===== config.mk =====
export PLATFORM = sky130hd
export DESIGN_NAME = rrls_var_file
export DESIGN_NICKNAME = d
export VERILOG_FILES = /design/src/design/rrls_pkg.sv /design/src/design/rrls_var_file.sv
export SDC_FILE = /design/constraint.sdc
export NUM_CORES = 1
export LEC_CHECK = 0
export BUFFER_PORTS_ARGS = -buffer_cell sky130_fd_sc_hd__buf_4
export CORE_ASPECT_RATIO = 0.75
export CORE_MARGIN = 5
export CORE_UTILIZATION = 36
export CTS_BUF_LIST = sky130_fd_sc_hd__clkbuf_2
export CTS_CLUSTER_SIZE = 10
export DETAILED_ROUTE_END_ITERATION = 10
export GPL_ROUTABILITY_DRIVEN = 0
export GPL_TIMING_DRIVEN = 0
export SKIP_CTS_REPAIR_TIMING = 1
export SLEW_MARGIN = 20
export SYNTH_ARGS = -nofsm -noshare
export SYNTH_HDL_FRONTEND = slang
export SYNTH_SLANG_ARGS = --single-unit

===== constraint.sdc =====
create_clock -name i_clk -period 4.62 [get_ports i_clk]
set_input_delay 0.231 -clock i_clk [delete_from_list [all_inputs] [get_ports i_clk]]
set_output_delay 0.231 -clock i_clk [all_outputs]
set_load 0.05 [all_outputs]

===== src/design/rrls_pkg.sv =====
// Package for the round-robin lock scheduler: sizes, command, opcode,
// status and configuration register codes, and shared types.
// No dependencies.
package rrls_pkg;
    localparam int NUM_PROGS = 16;
    localparam int NUM_STMTS = 1024;
    localparam int NUM_VARS  = 26;
    localparam int PW = $clog2(NUM_PROGS);
    localparam int SW = $clog2(NUM_STMTS);

    localparam logic [1:0] CMD_LOAD  = 2'd0;
    localparam logic [1:0] CMD_CLOSE = 2'd1;
    localparam logic [1:0] CMD_STEP  = 2'd2;

    localparam logic [1:0] OP_ASSIGN = 2'd0;
    localparam logic [1:0] OP_PRINT  = 2'd1;
    localparam logic [1:0] OP_LOCK   = 2'd2;
    localparam logic [1:0] OP_UNLOCK = 2'd3;

    localparam logic [1:0] ST_RAN     = 2'd0;
    localparam logic [1:0] ST_PRINTED = 2'd1;
    localparam logic [1:0] ST_BLOCKED = 2'd2;
    localparam logic [1:0] ST_IDLE    = 2'd3;

    localparam logic [2:0] REG_COST_ASSIGN = 3'd0;
    localparam logic [2:0] REG_COST_PRINT  = 3'd1;
    localparam logic [2:0] REG_COST_LOCK   = 3'd2;
    localparam logic [2:0] REG_COST_UNLOCK = 3'd3;
    localparam logic [2:0] REG_QUANTUM     = 3'd4;

    typedef struct packed {
        logic [15:0] value;
        logic [4:0]  var_idx;
        logic [1:0]  opcode;
    } t_stmt;

    typedef struct packed {
        logic        we;
        logic [4:0]  addr;
        logic [15:0] wdata;
    } t_var_wr;
endpackage


===== src/design/rrls_var_file.sv =====
// Variable file a..z, cleared at reset, one write and one read port.
// Depends on rrls_pkg.
module rrls_var_file
    import rrls_pkg::*;
(
    input  logic        i_clk,
    input  logic        i_rst_n,
    input  t_var_wr     i_wr,
    input  logic [4:0]  i_raddr,
    output logic [15:0] o_rdata
);
    logic [15:0] r_vars [NUM_VARS];

    always_ff @(posedge i_clk) begin
        if (!i_rst_n) begin
            for (int i = 0; i < NUM_VARS; i++) r_vars[i] <= '0;
        end else if (i_wr.we && i_wr.addr < 5'(NUM_VARS)) begin
            r_vars[i_wr.addr] <= i_wr.wdata;
        end
    end

    // Indexes beyond z print as zero.
    assign o_rdata = (i_raddr < 5'(NUM_VARS)) ? r_vars[i_raddr] : 16'd0;
endmodule


==> impl_metrics.sql <==
INSERT INTO impl_metrics (metric_group, metric, value, unit) VALUES
('worst_setup_path', 'cp_num_buf_inv', '1', ''),
('die', 'number_of_rows_in_the_core_area', '73', ''),
('synth', 'postSynthRegisterBits', '416', ''),
('die', 'ports_placed_on_the_boundary', '45', ''),
('timing', 'setup_viol', '0', ''),
('finish', 'finished_cell_area', '21950', 'um2'),
('finish', 'reg_top3', 'r_vars: 416 flops', ''),
('finish', 'final_cell_count_no_fill', '2232', ''),
('finish', 'max_flop_register', 'r_vars', ''),
('clock_network', 'clk_pin_slew', '130', 'ps'),
('status', 'status', 'finished, final reports clean', ''),
('finish', 'area_growth', '14.20', '%'),
('die', 'die_width', '276.8', 'um'),
('worst_setup_path', 'endpoint_kind', 'output port', ''),
('timing', 'period_minus_slack', '3100', 'ps'),
('clock_network', 'clkSinkCount', '416', ''),
('synth', 'netlist_area', '19220', 'um2'),
('synth', 'yosys.area.top_type_share', '65.00', '%'),
('synth', 'ys_seq_area_share', '65.00', '%'),
('worst_setup_path', 'timing.critical_path.slowest_cell_delay', '570', 'ps'),
('timing', 'maxSlewViolCount', '0', ''),
('finish', 'finish.net_count', '1496', ''),
('drt', 'wl', '55210', 'um'),
('drt', 'avgViaCountPerCell', '5.307', ''),
('drt', 'via_count', '11850', ''),
('placed_design', 'hpwlAfterDp', '39460', 'um'),
('timing', 'period_share', '67.09', '%'),
('timing', 'total_negative_setup_slack', '0', 'ps'),
('clock_network', 'clk_path_buf_depth', '3', ''),
('synth', 'synth_top_cells_by_area', 'sky130_fd_sc_hd__edfxtp_1 (65%), sky130_fd_sc_hd__and2_1 (14%), sky130_fd_sc_hd__mux4_2 (7.6%)', ''),
('global_route', 'first_pass_grt_wire_length', '79530', 'um'),
('synth', 'synth_top_family_by_area', 'simple AND/OR/NAND/NOR gates', ''),
('worst_setup_path', 'critical-path-slowest-cell', 'sky130_fd_sc_hd__a22oi_1', ''),
('finish', 'fill_count', '4911', ''),
('synth', 'synthMuxAreaShare', '11.73', '%'),
('drt', 'wire_per_inst', '24.73', 'um'),
('finish', 'ff_latch_area', '12490', 'um2'),
('global_route', 'antenna_found_initial', '3', ''),
('timing', 'worst_slew_pin_slew', '905.3', 'ps'),
('die', 'die_h', '210.1', 'um'),
('global_route', 'largest_net_degree_at_the_start_of_global_routing', '17', ''),
('drt', 'first_pass_iters', '5', ''),
('die', 'start_util', '36.34', '%'),
('synth', 'cell_taking_the_most_area_after_synthesis', 'sky130_fd_sc_hd__edfxtp_1', ''),
('worst_setup_path', 'arrival', '2870', 'ps'),
('synth', 'synth_compound_area_share', '3.802', '%'),
('drt', 'postRouteAntennaNets', '0', ''),
('placed_design', 'portBuffers', '42', ''),
('global_route', 'grtUsageTotal', '18.63', '%'),
('min_path', 'timing.hold.worst_endpoint', 'r_vars[0][9]', ''),
('clock_network', 'numCtsBuffers', '100', ''),
('clock_network', 'clock-root-buffer', 'sky130_fd_sc_hd__clkbuf_2', ''),
('pwr', 'power.total', '7.490', 'mW'),
('worst_setup_path', 'worst_path_dominant_cell_family', 'compound AO/OA/AOI/OAI gates', ''),
('timing', 'fmax', '322.6', 'MHz'),
('die', 'floorplan.die_area', '58150', 'um2'),
('job', 'max-cap-violations', '0', ''),
('finish', 'post_route_cells_drive_above_1_share', '25.81', '%'),
('synth', 'synth_xor_area_share', '0', '%'),
('drt', 'post-route-drc-count', '0', ''),
('timing', 'hold_viol_final', '0', ''),
('die', 'core_area', '52880', 'um2'),
('synth', 'yosys.cell_types.count', '35', ''),
('min_path', 'timing.hold.worst.start', 'i_wr[9]', ''),
('timing', 'setup_repair_after_global_routing_missed_its_margin', 'false', ''),
('clock_network', 'htree_num_levels', '3', ''),
('finish', 'final_cell_mix', 'sky130_fd_sc_hd__and2_1 (416), sky130_fd_sc_hd__edfxtp_1 (416), sky130_fd_sc_hd__clkbuf_2 (158)', ''),
('placed_design', 'placedCellCount', '2051', ''),
('worst_setup_path', 'critPathRequiredTime', '4390', 'ps'),
('synth', 'synth.yosys.warnings', '0', ''),
('global_route', 'grt.overflow.total', '0', '');
## worst max-delay path by stage
stage	depth (start not counted)	slack (ps)	endpoint	from
2_1_floorplan	5	1770	o_rdata[14]	i_raddr[1]
3_3_place_gp	4	460	r_vars[5][9]	i_wr[17]
3_5_place_dp	7	1880	o_rdata[10]	i_raddr[1]
4_1_cts	5	1400	o_rdata[14]	r_vars[23][14]
5_1_grt	4	1250	o_rdata[9]	r_vars[15][9]
6_report	4	1520	o_rdata[9]	r_vars[15][9]
## routing by layer
layer | part of all wire, % | global-route usage (%) | vias to the layer above
met5 | 0 | 0 | -
met4 | 1.5 | 4.162 | 0
met3 | 11 | 5.669 | 65
met2 | 43 | 26.65 | 587
met1 | 45 | 28.14 | 6028
li1 | - | - | 5165
## synth_stat cells (all sizes together)
cell,n
o311ai,1
nor3,2
nor2b,2
inv,2
nand3,31
nor3b,2
and3b,1
a22oi,31
o21ai,42
or2,2
buf,38
and3,3
mux2i,79
nor2,27
nand2,7
o211ai,1
clkbuf,68
nand2b,3
mux4,65
o221ai,15
a221oi,16
and2b,1
edfxtp,416
and2,416
## logic make-up after synthesis
| logic type | after synthesis |
|---|---|
| buffers and inverters | 108 |
| flip-flops | 416 |
| multiplexers | 144 |
| AO/OA/AOI/OAI | 106 |
| AND/OR/NAND/NOR | 497 |
## worst min-delay path, stage by stage
cell and delay [ps]:
sky130_fd_sc_hd__dlygate4sd3_1 530, sky130_fd_sc_hd__buf_4 160, sky130_fd_sc_hd__and2_1 120
## power breakdown
part	leakage (nW)	total, mW	switching, mW	internal, mW
combinational	3.36	0.818	0.535	0.284
sequential	3.96	4.39	0.0526	4.34
clock	0.610	2.28	1.46	0.819
total	7.93	7.49	2.05	5.44
## metrics by stage
stage / hold WS [ps] / setup slack (ps)
2_1_floorplan: 429.2 / 1773
4_1_cts: -559.4 / 1398
6_report: 110.3 / 1520
3_5_place_dp: 598.4 / 1878
3_3_place_gp: 594.3 / 461.9
5_1_grt: 4.758 / 1252
## layout make-up
type	count	area share, %
flip-flops and latches	416	56.92
multi-input cells	747	28.62
repair buffers	94	4.230
well taps	712	4.059
clock buffers	133	3.033
plain buffers	106	2.571
clock inverters	21	0.5188
inverters	2	0.03421
diodes	1	0.01140
Power figures use the tool's default switching activity.
